[config.mk]
export PLATFORM = sky130hd
export DESIGN_NAME = ppjr_queue
export DESIGN_NICKNAME = d
export VERILOG_FILES = /design/src/hdl/ppjr_pkg.sv /design/src/hdl/ppjr_queue.sv
export SDC_FILE = /design/constraint.sdc
export NUM_CORES = 1
export LEC_CHECK = 0
export BUFFER_PORTS_ARGS = -buffer_cell sky130_fd_sc_hd__buf_2
export CAP_MARGIN = 20
export CORE_MARGIN = 2
export CORE_UTILIZATION = 50
export DETAILED_ROUTE_END_ITERATION = 7
export PLACE_DENSITY = 0.86
export SETUP_SLACK_MARGIN = 0.3
export SYNTH_ARGS = -nofsm -noshare
export SYNTH_HDL_FRONTEND = slang
export SYNTH_SLANG_ARGS = --single-unit
[constraint.sdc]
create_clock -name clk -period 5.9 [get_ports clk]
set_clock_uncertainty 0.15 [all_clocks]
set_input_delay 1.18 -clock clk [delete_from_list [all_inputs] [get_ports clk]]
set_output_delay 1.18 -clock clk [all_outputs]
set_load 0.02 [all_outputs]
[src/hdl/ppjr_pkg.sv]
package ppjr_pkg;

  // Widths of the fixed-point datapath
  localparam int CAM_W     = 28;  // camera coordinate, Q.16 after the floor
  localparam int DEN_W     = 27;  // magnitude of a positive depth
  localparam int NUM_W     = 50;  // magnitude of the widest dividend
  localparam int CNT_W     = $clog2(NUM_W);
  localparam int CFG_W     = 48;
  localparam int CFG_IDX_W = 3;
  localparam int QDEPTH    = 2;
  localparam int QPTR_W    = $clog2(QDEPTH);
  localparam int QCNT_W    = $clog2(QDEPTH + 1);
  localparam int OP_W      = 5;

  localparam logic [CFG_IDX_W-1:0] REG_ROT_ROW0 = 3'd0;
  localparam logic [CFG_IDX_W-1:0] REG_ROT_ROW1 = 3'd1;
  localparam logic [CFG_IDX_W-1:0] REG_ROT_ROW2 = 3'd2;
  localparam logic [CFG_IDX_W-1:0] REG_TRANS_X  = 3'd3;
  localparam logic [CFG_IDX_W-1:0] REG_TRANS_Y  = 3'd4;
  localparam logic [CFG_IDX_W-1:0] REG_TRANS_Z  = 3'd5;

  localparam logic [CFG_W-1:0] ROT_ROW0_RESET = 48'h0000_0000_4000;
  localparam logic [CFG_W-1:0] ROT_ROW1_RESET = 48'h0000_4000_0000;
  localparam logic [CFG_W-1:0] ROT_ROW2_RESET = 48'h4000_0000_0000;

  // Back-end micro-ops, run in this order for a point with good depth
  localparam logic [OP_W-1:0] OP_X    = 5'd0;
  localparam logic [OP_W-1:0] OP_Y    = 5'd1;
  localparam logic [OP_W-1:0] OP_INV  = 5'd2;
  localparam logic [OP_W-1:0] OP_XZ   = 5'd3;
  localparam logic [OP_W-1:0] OP_YZ   = 5'd4;
  localparam logic [OP_W-1:0] OP_XY   = 5'd5;
  localparam logic [OP_W-1:0] OP_XX   = 5'd6;
  localparam logic [OP_W-1:0] OP_YY   = 5'd7;
  localparam logic [OP_W-1:0] OP_R20X = 5'd8;
  localparam logic [OP_W-1:0] OP_P0U  = 5'd9;
  localparam logic [OP_W-1:0] OP_R21X = 5'd10;
  localparam logic [OP_W-1:0] OP_P1U  = 5'd11;
  localparam logic [OP_W-1:0] OP_R20Y = 5'd12;
  localparam logic [OP_W-1:0] OP_P0V  = 5'd13;
  localparam logic [OP_W-1:0] OP_R21Y = 5'd14;
  localparam logic [OP_W-1:0] OP_P1V  = 5'd15;
  localparam logic [OP_W-1:0] OP_XP1U = 5'd16;
  localparam logic [OP_W-1:0] OP_YP0U = 5'd17;
  localparam logic [OP_W-1:0] OP_XP1V = 5'd18;
  localparam logic [OP_W-1:0] OP_YP0V = 5'd19;
  localparam logic [OP_W-1:0] OP_LAST = OP_YP0V;

  localparam logic signed [63:0] S32_MAX = 64'sh0000_0000_7FFF_FFFF;
  localparam logic signed [63:0] S32_MIN = 64'shFFFF_FFFF_8000_0000;
  localparam logic signed [63:0] ONE_Q32 = 64'sh0000_0001_0000_0000;

  typedef enum logic [2:0] {
    BK_IDLE,
    BK_DIV_GO,
    BK_DIV_WAIT,
    BK_MUL,
    BK_MUL_WB,
    BK_EMIT_U,
    BK_EMIT_V
  } back_state_t;

  typedef struct packed {
    logic signed [23:0] point_x;
    logic signed [23:0] point_y;
    logic signed [23:0] point_z;
    logic               last_point;
  } point_t;

  typedef struct packed {
    logic               row_is_v;
    logic signed [31:0] pose_term0;
    logic signed [31:0] pose_term1;
    logic signed [31:0] pose_term2;
    logic signed [31:0] pose_term3;
    logic signed [31:0] pose_term4;
    logic signed [31:0] pose_term5;
    logic signed [31:0] plane_term0;
    logic signed [31:0] plane_term1;
    logic signed [31:0] plane_term2;
    logic               depth_bad;
    logic               set_done;
  } row_t;

  // One transformed point, handed from the front end to the back end
  typedef struct packed {
    logic signed [CAM_W-1:0] xc;
    logic signed [CAM_W-1:0] yc;
    logic signed [CAM_W-1:0] zc;
    logic signed [23:0]      px;
    logic signed [23:0]      py;
    logic                    last;
    logic                    bad;
  } job_t;

  function automatic logic signed [15:0] rot_col(input logic [CFG_W-1:0] row,
                                                 input logic [1:0] col);
    logic signed [15:0] r;
    unique case (col)
      2'd0:    r = row[15:0];
      2'd1:    r = row[31:16];
      default: r = row[47:32];
    endcase
    return r;
  endfunction

  function automatic logic signed [31:0] sat32(input logic signed [63:0] v);
    logic signed [31:0] r;
    if (v > S32_MAX) begin
      r = 32'sh7FFF_FFFF;
    end else if (v < S32_MIN) begin
      r = 32'sh8000_0000;
    end else begin
      r = v[31:0];
    end
    return r;
  endfunction

  function automatic logic op_is_div(input logic [OP_W-1:0] op);
    return (op == OP_X) || (op == OP_Y) || (op == OP_INV) || (op == OP_XZ) ||
           (op == OP_YZ) || (op == OP_P0U) || (op == OP_P1U) ||
           (op == OP_P0V) || (op == OP_P1V);
  endfunction

endpackage

[src/hdl/ppjr_queue.sv]
module ppjr_queue import ppjr_pkg::*; (
  input  logic clk,
  input  logic rst,
  input  logic push_valid,
  output logic push_ready,
  input  job_t push_data,
  output logic pop_valid,
  input  logic pop_ready,
  output job_t pop_data
);

  job_t              mem [0:QDEPTH-1];
  logic [QPTR_W-1:0] wr_ptr;
  logic [QPTR_W-1:0] rd_ptr;
  logic [QCNT_W-1:0] count;
  logic              do_push;
  logic              do_pop;

  assign push_ready = (count != QCNT_W'(QDEPTH));
  assign pop_valid  = (count != '0);
  assign pop_data   = mem[rd_ptr];
  assign do_push    = push_valid && push_ready;
  assign do_pop     = pop_valid && pop_ready;

  always_ff @(posedge clk) begin
    if (do_push) begin
      mem[wr_ptr] <= push_data;
    end
  end

  always_ff @(posedge clk) begin
    if (rst) begin
      wr_ptr <= '0;
      rd_ptr <= '0;
      count  <= '0;
    end else begin
      if (do_push) begin
        wr_ptr <= wr_ptr + 1'b1;
      end
      if (do_pop) begin
        rd_ptr <= rd_ptr + 1'b1;
      end
      if (do_push && !do_pop) begin
        count <= count + 1'b1;
      end else if (do_pop && !do_push) begin
        count <= count - 1'b1;
      end
    end
  end

endmodule

=== Word level (Yosys, flattened, before mapping) ===
Memories as Yosys holds them, arrays and structs flattened. A register that Yosys moved wholly into a read port is not among the register bits.
Cells that the tools add are included.

* Register bits after elaboration: 4
* Output and inout port bits: 136
* Bits of input ports: 138
* Memory bits (writable): 268
* Memories: 1
* Word-level logic and storage cells: 23

{| class="wikitable"
|+ Memories
! name !! depth !! bits a word !! rd ports !! clocked after memory_dff !! wr ports !! line !! RTL
|-
| mem || 2 || 134 || 1 || 1 || 1 || ppjr_queue.sv:12 || <nowiki>job_t mem [0:QDEPTH-1];</nowiki>
|}

* Eq/ne operators: 1
* $add $sub $neg: 4
* Mux-type cells: 6
* Reduce and logical (&&, ||, !) cells: 8

{| class="wikitable"
|+ Operators by type and width
! cell !! number
|-
| 1-bit logical AND || 4
|-
| 1-bit 2-to-1 mux || 4
|-
| 2-bit 2-to-1 mux || 2
|-
| 2-bit nonzero test || 2
|-
| 1-bit adder, second input constant || 2
|-
| 2-bit by 1-bit adder with 2-bit output, second input constant || 1
|-
| 1-bit zero test || 2
|-
| 2-bit inequality test, second input constant || 1
|-
| 2-bit by 1-bit subtractor with 2-bit output, second input constant || 1
|}

=== Logic depth before layout (Yosys ltp) ===
* Depth in word-level cells: 6
* Depth in mapped cells: 6
* Mapped depth without buffers: 6

=== Least setup slack after synthesis ===
OpenSTA, ideal clock, no wires.

* Path kind: input -> register
* Start: input push_valid
* End: memory mem[1][0] (netlist bit) (enable)
* Setup slack: 0.928 ns
* Stages on the path: 1
* Arrival: 4.312 ns
* Required time: 5.240 ns
* Library setup time: 0.510 ns
* Buffers on the path: 0
* Cell sequence: and3_1

* Word-level cells in the longest chain between the ends: 3

{| class="wikitable"
|+ RTL lines
! item !! line !! RTL
|-
| start: declaration || ppjr_queue.sv:4 || <nowiki>input logic push_valid,</nowiki>
|-
| 1-bit logical AND || ppjr_queue.sv:22 || <nowiki>assign do_push = push_valid && push_ready;</nowiki>
|-
| 1-bit 2-to-1 mux || ppjr_queue.sv:26 || <nowiki>if (do_push) begin</nowiki>
|-
| 1-bit 2-to-1 mux (implied by the code) || ppjr_queue.sv:27 || <nowiki>mem[wr_ptr] <= push_data;</nowiki>
|-
| end: declaration || ppjr_queue.sv:12 ||
|}

No other way between the ends.

==> reports/qor.txt <==
result of the run -> finished clean
critical path class -> reg -> out
Final nets -> 870
pre-CTS setup slack -> 2.79 ns
number of top-level pins -> 274
wire length of the first global-routing pass -> 27.0 mm
signed area change from the synthesized netlist to the final layout -> 24.1%
count of input and output buffers -> 273
most frequent standard cell in the layout excluding fill and tap cells -> sky130_fd_sc_hd__buf_2
placed wire-length estimate after detailed placement -> 11.3 mm
number of cells produced by synthesis -> 441
Leak -> 4.78 nW
weighted congestion reported at the end of routability-driven placement -> 0.726
area enclosed by the die boundary -> 0.0214 mm²
share of synthesized area occupied by flip-flops and latches -> 0.804
Die X-Extent -> 146 µm
final hold vios -> 0
post-cts resize count -> 0
number of rows created at floorplan -> 52
Congestion Overflow GR -> 0
violation count after the first detailed-route iteration -> 275
Critical Path Source Type -> flop
worst-case clock buffer depth -> 3
vias after detailed routing -> 5046
number of antenna violations at the first check in global routing -> 4
Worst Hold Class -> reg -> reg
yosys warns -> 0
pins over their slew limit -> 0
Clock Tree Root -> sky130_fd_sc_hd__clkbuf_16
initial core utilization -> 0.505
Num Clock Sinks -> 273
pin slew with the least headroom to its limit -> 0.912 ns
CTS buffer count -> 27
most used cells in the layout excluding fill and tap cells -> sky130_fd_sc_hd__buf_2 (273), sky130_fd_sc_hd__edfxtp_1 (268), sky130_fd_sc_hd__mux2_2 (74)
Final Critical Period -> 3.53 ns
worst vdd rail ir drop -> 0.365 mV
later-pin clock latency in the skew report -> 0.51 ns
total routing resource utilization after global routing -> 0.160
depth of the CTS H-tree -> 1
number of non-filler instances in the completed layout -> 1024
number of cells in the design after placement -> 972
nature of the critical path endpoint -> primary output
syn nets -> 580
depth of the worst register-to-register path -> 3
Die H -> 146 µm
cell type of the slowest stage on the worst timing path -> sky130_fd_sc_hd__buf_12
fraction of layout instances using a drive strength above 1 -> 0.594
Final Routed Wirelength -> 17.9 mm
buffers inserted during post-CTS setup optimization -> 0
max_slew headroom -> 0.392
Req. time, crit path -> 4.57 ns
worst path setup slack after routing -> 2.37 ns
post-synth top area share -> 0.794
DRC violations left -> 0
slowest cell delay on critical path -> 0.58 ns
syn avg cell area -> 23.0 µm²
final total negative setup slack -> 0 ns
setup repair after global routing missed its margin -> false
final instance area -> 0.0126 mm²
arrival time of data at the critical path endpoint -> 2.20 ns
flops & latches, synth -> 273
number of fillers in the final layout -> 1425
max-capacitance violation count -> 0
PwrDens -> 441 mW/mm²
mapped cell area -> 0.0101 mm²
cell depth of the worst hold path -> 2
top fanout value on the critical path -> 134
final core utilization -> 0.627
hold_buf cts -> 0
first-pass iteration count of the detailed router -> 4
Synth area leaders -> sky130_fd_sc_hd__edfxtp_1 (79%), sky130_fd_sc_hd__mux2_4 (8.9%), sky130_fd_sc_hd__mux2_2 (8.2%), sky130_fd_sc_hd__dfxtp_1 (0.99%), sky130_fd_sc_hd__buf_6 (0.89%)
TritonCTS clock tree -> built
Achievable Freq -> 284 MHz
cells along the critical path -> buf_12 > mux2_2 > buf_2
Core Region -> 0.0200 mm²
maximum number of pins on one net before global-route repair -> 135
clock transition at the registers of the reported paths -> 0.06 ns
via count of the first global-routing pass -> 5277
flip-flop and latch area -> 0.00815 mm²
antenna viol nets, final -> 0
placed cell areas -> 0.0118 mm²
WL/cell -> 17.4 µm
post-synthesis cell type count -> 19
setup violators final -> 0
via/cell ratio -> 4.93
cell accounting for the most synthesized area -> sky130_fd_sc_hd__edfxtp_1
final worst-path cycle share -> 0.598
area used by multi-input combinational logic -> 0.00186 mm²
==> cells by family after synthesis <==
logic type	after synthesis	synth area share
xor+xnor	3	0.00259
flops	273	0.804
simple gates	9	0.00494
fa+ha+maj	1	0.00123
compound gates	5	0.00296
buf+inv	16	0.0127
mux	134	0.171
==> power by group <==
part	switching (mW)	internal (mW)	total [mW]
logic	0.901	0.652	1.55
registers	0.0605	2.43	2.49
clock network	0.633	0.868	1.50
==> Yosys cell counts <==
library cell and count:
sky130_fd_sc_hd__a21bo_2 1, sky130_fd_sc_hd__a21oi_1 2, sky130_fd_sc_hd__and2_1 1, sky130_fd_sc_hd__and3_1 1, sky130_fd_sc_hd__buf_2 7, sky130_fd_sc_hd__buf_6 8, sky130_fd_sc_hd__dfxtp_1 5, sky130_fd_sc_hd__edfxtp_1 268
sky130_fd_sc_hd__ha_1 1, sky130_fd_sc_hd__inv_1 1, sky130_fd_sc_hd__mux2_2 74, sky130_fd_sc_hd__mux2_4 60, sky130_fd_sc_hd__nand2b_1 1, sky130_fd_sc_hd__nand3b_1 1, sky130_fd_sc_hd__nor2_1 3, sky130_fd_sc_hd__o21ai_0 2
sky130_fd_sc_hd__or2_2 1, sky130_fd_sc_hd__or3_1 1, sky130_fd_sc_hd__xor2_1 3
==> layout make-up <==
class                   instances  share of cell area
multi-input cells             152               0.148
diodes                          3            0.000597
clock buffers                  42              0.0598
flip-flops and latches        273               0.649
inverters                       1            0.000498
well taps                     270              0.0269
repair buffers                276               0.113
clock inverters                 7             0.00229
==> path summary, 6_finish.rpt <==
| path | start | end | slack (ns) |
|---|---|---|---|
| worst max register to register | count[0] | mem[1][15] | 3.40 |
| worst min-delay path | count[1] | count[1] | 0.37 |
| worst max-delay path | flop | pop_data[32] | 2.37 |
| worst min register to register | count[1] | count[1] | 0.37 |
==> routing by layer <==
metal  routed length, µm  global-route usage  up-vias
li1                    -                   -     2351
met1                6920               0.196     2450
met2                8910               0.275      211
met3                1600              0.0484       34
met4                 425              0.0539        0
met5                   0                   0        -
==> flip-flops by register name, summed over array words and instances, names as in the netlist, named ones only <==
signal  flops
rd_ptr      1
count       2
wr_ptr      1
mem       268
==> critical path: cells and delay by family, from the launching register on <==
kind,cells,cell delay (ns)
muxes,1,0.44
DFF,1,0.35
buffers and inverters,2,0.74
==> through the flow <==
step	power, mW	hold slack, ns
finish	5.54	0.373
global route	5.77	0.411
CTS	5.60	0.370
detailed placement	4.09	0.359
global placement	4.06	0.334
floorplan	3.67	0.321
Note: power is estimated with default switching activity, not from simulation.
