<file path="config.mk">
export PLATFORM = sky130hd
export DESIGN_NAME = ppjr_back
export DESIGN_NICKNAME = d
export VERILOG_FILES = /design/src/hdl/ppjr_pkg.sv /design/src/hdl/ppjr_div.sv /design/src/hdl/ppjr_back.sv
export SDC_FILE = /design/constraint.sdc
export NUM_CORES = 2
export LEC_CHECK = 0
export BUFFER_PORTS_ARGS = -buffer_cell sky130_fd_sc_hd__buf_4
export CORE_ASPECT_RATIO = 0.5
export CORE_MARGIN = 2
export CORE_UTILIZATION = 40
export DETAILED_ROUTE_END_ITERATION = 8
export PLACE_DENSITY_LB_ADDON = 0.05
export SLEW_MARGIN = 25
export SYNTH_ARGS = -nofsm -noshare
export SYNTH_HDL_FRONTEND = slang
export SYNTH_SLANG_ARGS = --single-unit
export TNS_END_PERCENT = 10
</file>
<file path="constraint.sdc">
create_clock -name clk -period 15.45 [get_ports clk]
set_clock_uncertainty 0.05 [all_clocks]
set_input_delay 1.545 -clock clk [delete_from_list [all_inputs] [get_ports clk]]
set_output_delay 1.545 -clock clk [all_outputs]
set_load 0.03 [all_outputs]
</file>
<file path="src/hdl/ppjr_pkg.sv">
package ppjr_pkg;

  // Widths of the fixed-point datapath
  localparam int CAM_W     = 28;  // camera coordinate, Q.16 after the floor
  localparam int DEN_W     = 27;  // magnitude of a positive depth
  localparam int NUM_W     = 50;  // magnitude of the widest dividend
  localparam int CNT_W     = $clog2(NUM_W);
  localparam int CFG_W     = 48;
  localparam int CFG_IDX_W = 3;
  localparam int QDEPTH    = 2;
  localparam int QPTR_W    = $clog2(QDEPTH);
  localparam int QCNT_W    = $clog2(QDEPTH + 1);
  localparam int OP_W      = 5;

  localparam logic [CFG_IDX_W-1:0] REG_ROT_ROW0 = 3'd0;
  localparam logic [CFG_IDX_W-1:0] REG_ROT_ROW1 = 3'd1;
  localparam logic [CFG_IDX_W-1:0] REG_ROT_ROW2 = 3'd2;
  localparam logic [CFG_IDX_W-1:0] REG_TRANS_X  = 3'd3;
  localparam logic [CFG_IDX_W-1:0] REG_TRANS_Y  = 3'd4;
  localparam logic [CFG_IDX_W-1:0] REG_TRANS_Z  = 3'd5;

  localparam logic [CFG_W-1:0] ROT_ROW0_RESET = 48'h0000_0000_4000;
  localparam logic [CFG_W-1:0] ROT_ROW1_RESET = 48'h0000_4000_0000;
  localparam logic [CFG_W-1:0] ROT_ROW2_RESET = 48'h4000_0000_0000;

  // Back-end micro-ops, run in this order for a point with good depth
  localparam logic [OP_W-1:0] OP_X    = 5'd0;
  localparam logic [OP_W-1:0] OP_Y    = 5'd1;
  localparam logic [OP_W-1:0] OP_INV  = 5'd2;
  localparam logic [OP_W-1:0] OP_XZ   = 5'd3;
  localparam logic [OP_W-1:0] OP_YZ   = 5'd4;
  localparam logic [OP_W-1:0] OP_XY   = 5'd5;
  localparam logic [OP_W-1:0] OP_XX   = 5'd6;
  localparam logic [OP_W-1:0] OP_YY   = 5'd7;
  localparam logic [OP_W-1:0] OP_R20X = 5'd8;
  localparam logic [OP_W-1:0] OP_P0U  = 5'd9;
  localparam logic [OP_W-1:0] OP_R21X = 5'd10;
  localparam logic [OP_W-1:0] OP_P1U  = 5'd11;
  localparam logic [OP_W-1:0] OP_R20Y = 5'd12;
  localparam logic [OP_W-1:0] OP_P0V  = 5'd13;
  localparam logic [OP_W-1:0] OP_R21Y = 5'd14;
  localparam logic [OP_W-1:0] OP_P1V  = 5'd15;
  localparam logic [OP_W-1:0] OP_XP1U = 5'd16;
  localparam logic [OP_W-1:0] OP_YP0U = 5'd17;
  localparam logic [OP_W-1:0] OP_XP1V = 5'd18;
  localparam logic [OP_W-1:0] OP_YP0V = 5'd19;
  localparam logic [OP_W-1:0] OP_LAST = OP_YP0V;

  localparam logic signed [63:0] S32_MAX = 64'sh0000_0000_7FFF_FFFF;
  localparam logic signed [63:0] S32_MIN = 64'shFFFF_FFFF_8000_0000;
  localparam logic signed [63:0] ONE_Q32 = 64'sh0000_0001_0000_0000;

  typedef enum logic [2:0] {
    BK_IDLE,
    BK_DIV_GO,
    BK_DIV_WAIT,
    BK_MUL,
    BK_MUL_WB,
    BK_EMIT_U,
    BK_EMIT_V
  } back_state_t;

  typedef struct packed {
    logic signed [23:0] point_x;
    logic signed [23:0] point_y;
    logic signed [23:0] point_z;
    logic               last_point;
  } point_t;

  typedef struct packed {
    logic               row_is_v;
    logic signed [31:0] pose_term0;
    logic signed [31:0] pose_term1;
    logic signed [31:0] pose_term2;
    logic signed [31:0] pose_term3;
    logic signed [31:0] pose_term4;
    logic signed [31:0] pose_term5;
    logic signed [31:0] plane_term0;
    logic signed [31:0] plane_term1;
    logic signed [31:0] plane_term2;
    logic               depth_bad;
    logic               set_done;
  } row_t;

  // One transformed point, handed from the front end to the back end
  typedef struct packed {
    logic signed [CAM_W-1:0] xc;
    logic signed [CAM_W-1:0] yc;
    logic signed [CAM_W-1:0] zc;
    logic signed [23:0]      px;
    logic signed [23:0]      py;
    logic                    last;
    logic                    bad;
  } job_t;

  function automatic logic signed [15:0] rot_col(input logic [CFG_W-1:0] row,
                                                 input logic [1:0] col);
    logic signed [15:0] r;
    unique case (col)
      2'd0:    r = row[15:0];
      2'd1:    r = row[31:16];
      default: r = row[47:32];
    endcase
    return r;
  endfunction

  function automatic logic signed [31:0] sat32(input logic signed [63:0] v);
    logic signed [31:0] r;
    if (v > S32_MAX) begin
      r = 32'sh7FFF_FFFF;
    end else if (v < S32_MIN) begin
      r = 32'sh8000_0000;
    end else begin
      r = v[31:0];
    end
    return r;
  endfunction

  function automatic logic op_is_div(input logic [OP_W-1:0] op);
    return (op == OP_X) || (op == OP_Y) || (op == OP_INV) || (op == OP_XZ) ||
           (op == OP_YZ) || (op == OP_P0U) || (op == OP_P1U) ||
           (op == OP_P0V) || (op == OP_P1V);
  endfunction

endpackage

</file>
<file path="src/hdl/ppjr_div.sv">
module ppjr_div import ppjr_pkg::*; (
  input  logic               clk,
  input  logic               rst,
  input  logic               start,
  input  logic signed [63:0] num,
  input  logic [DEN_W-1:0]   den,
  output logic               done,
  output logic signed [31:0] quo
);

  logic             running;
  logic [CNT_W-1:0] cnt;
  logic [DEN_W-1:0] rem;
  logic [NUM_W-1:0] q;
  logic             neg;

  logic signed [63:0] mag;
  logic [DEN_W:0]     trial;
  logic [DEN_W:0]     diff;
  logic               ge;
  logic signed [63:0] qext;
  logic signed [63:0] sval;

  // Radix-2 restoring divide on magnitudes, truncating toward zero
  always_comb begin
    mag   = num[63] ? -num : num;
    trial = {rem, q[NUM_W-1]};
    diff  = trial - {1'b0, den};
    ge    = (trial >= {1'b0, den});
    qext  = {{(64-NUM_W){1'b0}}, q};
    sval  = neg ? -qext : qext;
    quo   = sat32(sval);
  end

  always_ff @(posedge clk) begin
    if (start) begin
      neg <= num[63];
      q   <= mag[NUM_W-1:0];
      rem <= '0;
    end else if (running) begin
      rem <= ge ? diff[DEN_W-1:0] : trial[DEN_W-1:0];
      q   <= {q[NUM_W-2:0], ge};
    end
  end

  always_ff @(posedge clk) begin
    if (rst) begin
      running <= 1'b0;
      done    <= 1'b0;
      cnt     <= '0;
    end else begin
      done <= 1'b0;
      if (start) begin
        running <= 1'b1;
        cnt     <= '0;
      end else if (running) begin
        cnt <= cnt + 1'b1;
        if (cnt == CNT_W'(NUM_W - 1)) begin
          running <= 1'b0;
          done    <= 1'b1;
        end
      end
    end
  end

endmodule

</file>
<file path="src/hdl/ppjr_back.sv">
module ppjr_back import ppjr_pkg::*; (
  input  logic             clk,
  input  logic             rst,
  input  logic             job_valid,
  output logic             job_ready,
  input  job_t             job,
  input  logic [CFG_W-1:0] rot_row0,
  input  logic [CFG_W-1:0] rot_row1,
  input  logic [CFG_W-1:0] rot_row2,
  output logic             out_valid,
  input  logic             out_ready,
  output row_t             out_data
);

  back_state_t state;
  back_state_t state_next;
  logic [OP_W-1:0] op;

  logic signed [31:0] x_val, y_val, inv, xz, yz;
  logic signed [31:0] t_xy, t_nxy, t_nxx, t_yy;
  logic signed [31:0] p0u, p1u, p2u, p0v, p1v, p2v;
  logic signed [63:0] prod;
  logic signed [63:0] hold;

  logic signed [15:0] r00, r01, r10, r11, r20, r21;
  logic signed [63:0] div_num;
  logic               div_start;
  logic               div_done;
  logic signed [31:0] div_quo;
  logic signed [31:0] ma;
  logic signed [31:0] mb;
  logic signed [63:0] nprod;
  logic               load;
  logic               advance;
  back_state_t        adv_state;
  logic [OP_W-1:0]    op_inc;
  row_t               u_row;
  row_t               v_row;
  logic signed [31:0] neg_inv;
  logic signed [31:0] neg_x;

  assign r00 = rot_col(rot_row0, 2'd0);
  assign r01 = rot_col(rot_row0, 2'd1);
  assign r10 = rot_col(rot_row1, 2'd0);
  assign r11 = rot_col(rot_row1, 2'd1);
  assign r20 = rot_col(rot_row2, 2'd0);
  assign r21 = rot_col(rot_row2, 2'd1);

  ppjr_div u_div (
    .clk   (clk),
    .rst   (rst),
    .start (div_start),
    .num   (div_num),
    .den   (job.zc[DEN_W-1:0]),
    .done  (div_done),
    .quo   (div_quo)
  );

  // Dividend and multiplier operands for the current op
  always_comb begin
    div_num = '0;
    ma      = '0;
    mb      = '0;
    unique case (op)
      OP_X:    div_num = {{20{job.xc[CAM_W-1]}}, job.xc, 16'b0};
      OP_Y:    div_num = {{20{job.yc[CAM_W-1]}}, job.yc, 16'b0};
      OP_INV:  div_num = ONE_Q32;
      OP_XZ:   div_num = {{16{x_val[31]}}, x_val, 16'b0};
      OP_YZ:   div_num = {{16{y_val[31]}}, y_val, 16'b0};
      OP_P0U:  div_num = (prod - {{32{r00[15]}}, r00, 16'b0}) <<< 2;
      OP_P1U:  div_num = (prod - {{32{r01[15]}}, r01, 16'b0}) <<< 2;
      OP_P0V:  div_num = (prod - {{32{r10[15]}}, r10, 16'b0}) <<< 2;
      OP_P1V:  div_num = (prod - {{32{r11[15]}}, r11, 16'b0}) <<< 2;
      OP_XY:   begin ma = x_val; mb = y_val; end
      OP_XX:   begin ma = x_val; mb = x_val; end
      OP_YY:   begin ma = y_val; mb = y_val; end
      OP_R20X: begin ma = {{16{r20[15]}}, r20}; mb = x_val; end
      OP_R21X: begin ma = {{16{r21[15]}}, r21}; mb = x_val; end
      OP_R20Y: begin ma = {{16{r20[15]}}, r20}; mb = y_val; end
      OP_R21Y: begin ma = {{16{r21[15]}}, r21}; mb = y_val; end
      OP_XP1U: begin ma = {{8{job.px[23]}}, job.px}; mb = p1u; end
      OP_YP0U: begin ma = {{8{job.py[23]}}, job.py}; mb = p0u; end
      OP_XP1V: begin ma = {{8{job.px[23]}}, job.px}; mb = p1v; end
      OP_YP0V: begin ma = {{8{job.py[23]}}, job.py}; mb = p0v; end
      default: ;
    endcase
  end

  assign nprod   = -prod;
  assign op_inc  = op + 1'b1;
  assign advance = ((state == BK_DIV_WAIT) && div_done) || (state == BK_MUL_WB);

  always_comb begin
    if (op == OP_LAST) begin
      adv_state = BK_EMIT_U;
    end else if (op_is_div(op_inc)) begin
      adv_state = BK_DIV_GO;
    end else begin
      adv_state = BK_MUL;
    end
  end

  always_comb begin
    state_next = state;
    unique case (state)
      BK_IDLE: begin
        if (job_valid) begin
          state_next = job.bad ? BK_EMIT_U : BK_DIV_GO;
        end
      end
      BK_DIV_GO:   state_next = BK_DIV_WAIT;
      BK_DIV_WAIT: if (div_done) state_next = adv_state;
      BK_MUL:      state_next = BK_MUL_WB;
      BK_MUL_WB:   state_next = adv_state;
      BK_EMIT_U:   if (load) state_next = BK_EMIT_V;
      BK_EMIT_V:   if (load) state_next = BK_IDLE;
      default:     state_next = BK_IDLE;
    endcase
  end

  always_comb begin
    div_start = (state == BK_DIV_GO);
    load      = ((state == BK_EMIT_U) || (state == BK_EMIT_V)) &&
                (!out_valid || out_ready);
    job_ready = (state == BK_EMIT_V) && load;
  end

  always_ff @(posedge clk) begin
    if (rst) begin
      state <= BK_IDLE;
      op    <= '0;
    end else begin
      state <= state_next;
      if (state == BK_IDLE) begin
        op <= OP_X;
      end else if (advance) begin
        op <= op_inc;
      end
    end
  end

  always_ff @(posedge clk) begin
    if (state == BK_MUL) begin
      prod <= 64'(ma) * 64'(mb);
    end
    if ((state == BK_DIV_WAIT) && div_done) begin
      unique case (op)
        OP_X:    x_val <= div_quo;
        OP_Y:    y_val <= div_quo;
        OP_INV:  inv   <= div_quo;
        OP_XZ:   xz    <= div_quo;
        OP_YZ:   yz    <= div_quo;
        OP_P0U:  p0u   <= div_quo;
        OP_P1U:  p1u   <= div_quo;
        OP_P0V:  p0v   <= div_quo;
        OP_P1V:  p1v   <= div_quo;
        default: ;
      endcase
    end
    if (state == BK_MUL_WB) begin
      unique case (op)
        OP_XY: begin
          t_xy  <= sat32(prod >>> 16);
          t_nxy <= sat32(nprod >>> 16);
        end
        OP_XX:   t_nxx <= sat32((nprod - ONE_Q32) >>> 16);
        OP_YY:   t_yy  <= sat32((prod + ONE_Q32) >>> 16);
        OP_XP1U: hold  <= prod;
        OP_YP0U: p2u   <= sat32((hold - prod) >>> 16);
        OP_XP1V: hold  <= prod;
        OP_YP0V: p2v   <= sat32((hold - prod) >>> 16);
        default: ;
      endcase
    end
  end

  // Build both rows; a bad depth zeroes every term
  always_comb begin
    neg_inv = -inv;
    neg_x   = (x_val == 32'sh8000_0000) ? 32'sh7FFF_FFFF : -x_val;

    u_row             = '0;
    u_row.row_is_v    = 1'b0;
    u_row.depth_bad   = job.bad;
    u_row.set_done    = 1'b0;
    v_row             = '0;
    v_row.row_is_v    = 1'b1;
    v_row.depth_bad   = job.bad;
    v_row.set_done    = job.last;
    if (!job.bad) begin
      u_row.pose_term0  = neg_inv;
      u_row.pose_term2  = xz;
      u_row.pose_term3  = t_xy;
      u_row.pose_term4  = t_nxx;
      u_row.pose_term5  = y_val;
      u_row.plane_term0 = p0u;
      u_row.plane_term1 = p1u;
      u_row.plane_term2 = p2u;
      v_row.pose_term1  = neg_inv;
      v_row.pose_term2  = yz;
      v_row.pose_term3  = t_yy;
      v_row.pose_term4  = t_nxy;
      v_row.pose_term5  = neg_x;
      v_row.plane_term0 = p0v;
      v_row.plane_term1 = p1v;
      v_row.plane_term2 = p2v;
    end
  end

  always_ff @(posedge clk) begin
    if (load) begin
      out_data <= (state == BK_EMIT_V) ? v_row : u_row;
    end
  end

  always_ff @(posedge clk) begin
    if (rst) begin
      out_valid <= 1'b0;
    end else if (load) begin
      out_valid <= 1'b1;
    end else if (out_ready) begin
      out_valid <= 1'b0;
    end
  end

endmodule

</file>
======== Yosys cells after proc, flatten, opt, wreduce, memory -nomap -nowiden ========
Cells that the tools add are included.
operators by class
  order comparisons ....................... 13
  multiply operators ...................... 1
  eq/ne operators ......................... 39
  add/subtract/negate cells ............... 15
  reduce and logical (&&, ||, !) cells .... 48
  bitwise operators ....................... 2
  mux-type cells .......................... 35
operator list
  operator                                                                           number
  64-bit one-hot mux with 9 select lines                                             1
  32-bit one-hot mux with 6 select lines                                             2
  32-bit 2-to-1 mux                                                                  10
  291-bit 2-to-1 mux                                                                 1
  256-bit 2-to-1 mux                                                                 1
  62-bit subtractor                                                                  4
  48-bit by 32-bit greater-than comparator with 1-bit output, second input constant  5
  48-bit by 32-bit < comparator with 1-bit output, second input constant             5
  224-bit 2-to-1 mux                                                                 1
  50-bit 2-to-1 mux                                                                  3
  64-bit by 34-bit adder with 64-bit output, second input constant                   1
  64-bit by 32-bit greater-than comparator with 1-bit output, second input constant  1
  64-bit by 32-bit < comparator with 1-bit output, second input constant             1
  32-bit by 32-bit multiplier with 64-bit output                                     1
  64-bit 2-to-1 mux                                                                  1
  32-bit negator                                                                     2
  50-bit negator with 64-bit output                                                  1
  64-bit negator                                                                     1
  64-bit by 34-bit subtractor with 64-bit output, second input constant              1
  64-bit subtractor                                                                  1
  5-bit by 4-bit equality test with 1-bit output, second input constant              12
  50-bit negator                                                                     1
  32-bit equality test, second input constant                                        1
  2-bit AND reduction                                                                15
  30 further kinds                                                                   80
word-level totals
  logic and storage cells ................. 191
  register bits after elaboration ......... 994
  output and inout bits ................... 293

======== Longest topological paths before layout ========
  depth after elaboration ................. 14
  mapped depth ............................ 41
  gate-level depth less buffers ........... 37

======== Hierarchy ========
Synthesis repeated with hierarchy kept, for this count alone.
unflattened totals
  cell total of the unflattened synthesis .. 8998
  area, all modules ....................... 88489.9 µm²
modules (own cells, without submodules)
  module     instances  cells an instance  area each (µm²)
  ppjr_back  1          8055               80797.5
  ppjr_div   1          943                7692.4

======== Worst setup path after synthesis ========
OpenSTA, ideal clock, no wires.
  path kind ............................... input to register
  start ................................... in out_ready
  end ..................................... reg out_data[0] (netlist name), enable pin
  cell stages on the path ................. 2
  arrival time ............................ 13613 ps
  required time ........................... 14451 ps
  setup time .............................. 949 ps
  path slack .............................. 838 ps
  cell sequence ........................... nor2b_1 > nor2_1
between the ends
  cells in the longest elaborated chain, start to end .. 2
ends and longest elaborated chain
  element                 line              text
  start: declaration      ppjr_back.sv:11   input logic out_ready,
  1-bit logical OR        ppjr_back.sv:124  (!out_valid || out_ready);
  1-bit logical AND       ppjr_back.sv:123  load = ((state == BK_EMIT_U) || (state == BK_EMIT_V)) &&
  named net load          ppjr_back.sv:33   logic load;
  end signal: assignment  ppjr_back.sv:212  out_data <= (state == BK_EMIT_V) ? v_row : u_row;
  end: declaration        ppjr_back.sv:12   output row_t out_data
The timed path passes the listed nets, and every way through them passes these cells.
A chain may end at the register's enable or synchronous reset.

======== Worst setup path in the final report ========
  start ................................... reg op[1]
  end ..................................... reg prod[62] (data pin)
between the ends
  cells in the longest elaborated chain, start to end .. 4
  elaborated cells on any way between the ends .. 21
  those cells by class .................... 1 x mul; 11 x eq/ne; 2 x mux; 7 x reduce/logical
ends and longest elaborated chain
  element                                                                       line              text
  start: declaration                                                            ppjr_back.sv:17   logic [OP_W-1:0] op;
  start signal: assignment                                                      ppjr_back.sv:137  op <= op_inc;
  5-bit by 3-bit equality test with 1-bit output, or another cell as far along  ppjr_back.sv:64   unique case (op)
  4-bit OR reduction (no source line), or another cell as far along             -
  32-bit one-hot mux with 6 select lines                                        ppjr_back.sv:64
  32-bit by 32-bit multiplier with 64-bit output (*)                            ppjr_back.sv:144  prod <= 64'(ma) * 64'(mb);
  end signal: assignment                                                        ppjr_back.sv:144
  end: declaration                                                              ppjr_back.sv:22   logic signed [63:0] prod;
Every way passes the cells marked *; elsewhere a longest branch is shown, timed or not.

==> results.cfg <==
[power_and_ir_drop]
combPwrFrac = 0.319
ir_worst_vdd_uv = 88.7
power-per-cell-area_nw_per_um2 = 93.0
power.share.sequential = 0.386
cellLeakagePower_uw = 0.0424
power_switching_share = 0.373
p_sw_uw = 3470
intPower_uw = 5820
clkPwrFrac = 0.295

[yosys]
yosys.area.top_type = edfxtp_1
dominantRegCellSynth = edfxtp_1
async_flop_share = 0
synthAdderAreaFrac = 0.295
syn-instance-count = 8955
syn_area_um2 = 87800
synthXorXnorAreaFrac = 0.0363
ys_seq_area_frac = 0.335
synth_top_family_by_area = adder cells
yosys_warnings = 0
synth_compound_area_frac = 0.115
syn_area_per_cell_um2 = 9.80
synthSimpleGateAreaFrac = 0.135
synth.top_cell.area_share = 0.325
synth_area_leaders = edfxtp_1 (32%), fa_1 (25%), inv_1 (5.9%)
synth_nets = 10700
ys_seq_elements = 994
synth-edff-count = 950
synth.distinct_cells = 86
synth_mux_area_frac = 0.00400

[global_route]
grt_pass1_vias = 69100
antenna_found_initial = 41
grtUsageTotal = 0.314
grt_max_degree = 129
grt_pass1_wl_um = 502000
gr-total-overflow = 0

[timing]
worstMarginPinSlew_ns = 1.26
whs_ns = 0.454
finalSetupTns_ns = 0
fmax_mhz = 79.0
rsz0062_at_grt = false
maxSlewViolCount = 0
hold_viol = 0
min_period_over_period = 0.819
fin_crit_ns = 12.66
max_slew_margin = 0.144
setup_viol = 0

[route]
wl_per_cell_um = 28.6
drtAntennaViolNets = 0
drt_iter0_drc = 7252
drc = 0
viasPerCell = 5.67
drtPass1Iterations = 9
dr_total_vias = 70000
routed_wl_um = 353000

[setup_path]
slowest_stage = a221o_1
reg2reg_from = op[1]
cp_max_fo = 30
required_ns = 15.87
cp_common_cell = fa_1
cpPeakStageDelay_ns = 0.83
worstPathArrival_ns = 13.08
crit_type = flip-flop to flip-flop
worstSetupStartpointType = flip-flop
critPathBufInv = 7
cp_top_family = adder cells
end_kind = flip-flop
critPathLaunch = op[1]

[die]
placementRows = 121
die_h_um = 335
core_area_um2 = 218000
die_area_um2 = 223000
start_util = 0.403
io_pins = 575
die_w_um = 667

[flow_run]
cap_violations = 0

[final_layout]
finish.instance_area_um2 = 99900
fin_nets = 11100
finalNonFillerCells = 12300
drive_gt1_frac = 0.118
area_growth_syn_to_layout_pct = 13.8

[outcome]
status = complete, no violations

[clock_network]
clk_pin_slew_ns = 0.07
cts_tree = yes
cts_setup_buffers = 0
insertion_delay_ns = 0.78
cts_root_buf = clkbuf_16
h-tree-depth = 3
ctsHoldBuffers = 0
postCtsResizedCells = 0
numCtsBuffers = 104
cts.sinks = 994
clockBufferDepth = 3

[placed_design]
post-place-cells = 12200
io_buffer_count = 525
gp_congestion = 0.988
placed_cell_area_um2 = 96200
hpwl_um = 268000

[worst_hold_path]
hp-class = flip-flop to flip-flop
hp-start = u_div.cnt[5]
-- layout make-up --
type / instances / area (um2)
fillers: 21200 / 118000
multi-input cells: 6093 / 52000
flip-flops and latches: 994 / 29400
repair buffers: 789 / 5960
inverters: 1385 / 5210
well taps: 2890 / 3620
clock buffers: 128 / 2730
clock inverters: 66 / 900
diodes: 3 / 7.51
-- synth_stat cells (all sizes together), types with 32 or more instances --
library cell and count:
inv 1379, a21o 74, o21ai 350, nand2 1256, nor4 55, or4 32
a21oi 450, xor2 136, a211oi 47, and2 38, fa 1084, o21a 65
or3 48, a31oi 49, a221oi 56, nand2b 56, a221o 58, o31ai 43
clkbuf 455, nand3 97, ha 333, a222oi 38, xnor2 228, nand4 72
a311oi 34, nor2 838, a22oi 85, edfxtp 950, dfxtp 44, nor3 118
-- power groups by stage --
stage	combinational, uW	sequential [uW]	clock, uW
after floorplan	1480	3830	0
after global placement	2910	3640	0
after detailed placement	2920	3640	0
after CTS	2930	3590	2780
after global routing	3160	3620	2880
final	2960	3590	2740
-- worst reg2reg max path, delay by kind of cell (launching register included) --
family	cells	cell delay (ns)
adder cells (fa/ha/maj)	10	5.07
flip-flops	1	0.42
XOR/XNOR	1	0.09
AND/OR/NAND/NOR	5	1.51
buffers and inverters	7	0.97
AO/OA/AOI/OAI	11	4.28
-- logic make-up (layout without fill, tap and decap cells) --
| group | count (synthesis) | after routing |
|---|---|---|
| adders and majority gates | 1417 | 1417 |
| and+or+nand+nor | 2740 | 2740 |
| xor gates and xnor gates | 364 | 364 |
| buffers and inverters | 1868 | 2368 |
| other | 0 | 3 |
| muxes | 34 | 34 |
| AOI/OAI and AO/OA | 1538 | 1538 |
| DFF | 994 | 994 |
-- flip-flops by register name (all words and copies together), names as in the netlist, 32 cells and up --
signal	count
t_nxy	32
p0v	32
x_val	32
hold	64
y_val	32
xz	32
out_data	291
t_nxx	32
p2v	32
p1u	32
p2u	32
u_div.q	50
t_yy	32
yz	32
p1v	32
t_xy	32
inv	32
prod	64
p0u	32
-- worst paths after layout --
kind	endpoint	slack (ns)	cells past startpoint
setup / recovery	prod[62]	2.79	34
hold / removal	u_div.cnt[5]	0.45	2
hold reg to reg	u_div.cnt[5]	0.45	2
setup reg to reg	prod[62]	2.79	34
-- per-layer routing --
metal	vias to the layer above	share of wire	wire length, um	global-route usage
met4	10	0.053	18700	0.141
met3	579	0.086	30200	0.0640
met2	2851	0.43	153000	0.476
met1	36000	0.43	150000	0.434
li1	30500	-	-	-
met5	-	0.00019	68	0
-- placed cells by master (no fill, tap or decap), types with 74 or more instances in the layout --
cell       Yosys  layout
a22oi_1       85      85
inv_1       1379    1379
xnor2_1      228     228
xor2_1       136     136
nand2_1     1256    1255
edfxtp_1     950     950
nor2_1       838     827
buf_4          0     783
fa_1        1084    1084
clkbuf_16      0     105
nor3_1       118     106
a21o_1        74      74
nand3_1       97      97
o21ai_0      336     304
a21oi_1      449     446
ha_1         333     333
-- per-stage QoR --
step                      setup WS [ns]   util  power, uW
after global placement             3.01  0.441       6550
after floorplan                   0.838      -       5310
after global routing               2.39  0.458       9650
after CTS                          3.08  0.458       9300
final                              2.79  0.458       9290
after detailed placement           3.10  0.442       6560
Power figures use the tool's default switching activity.
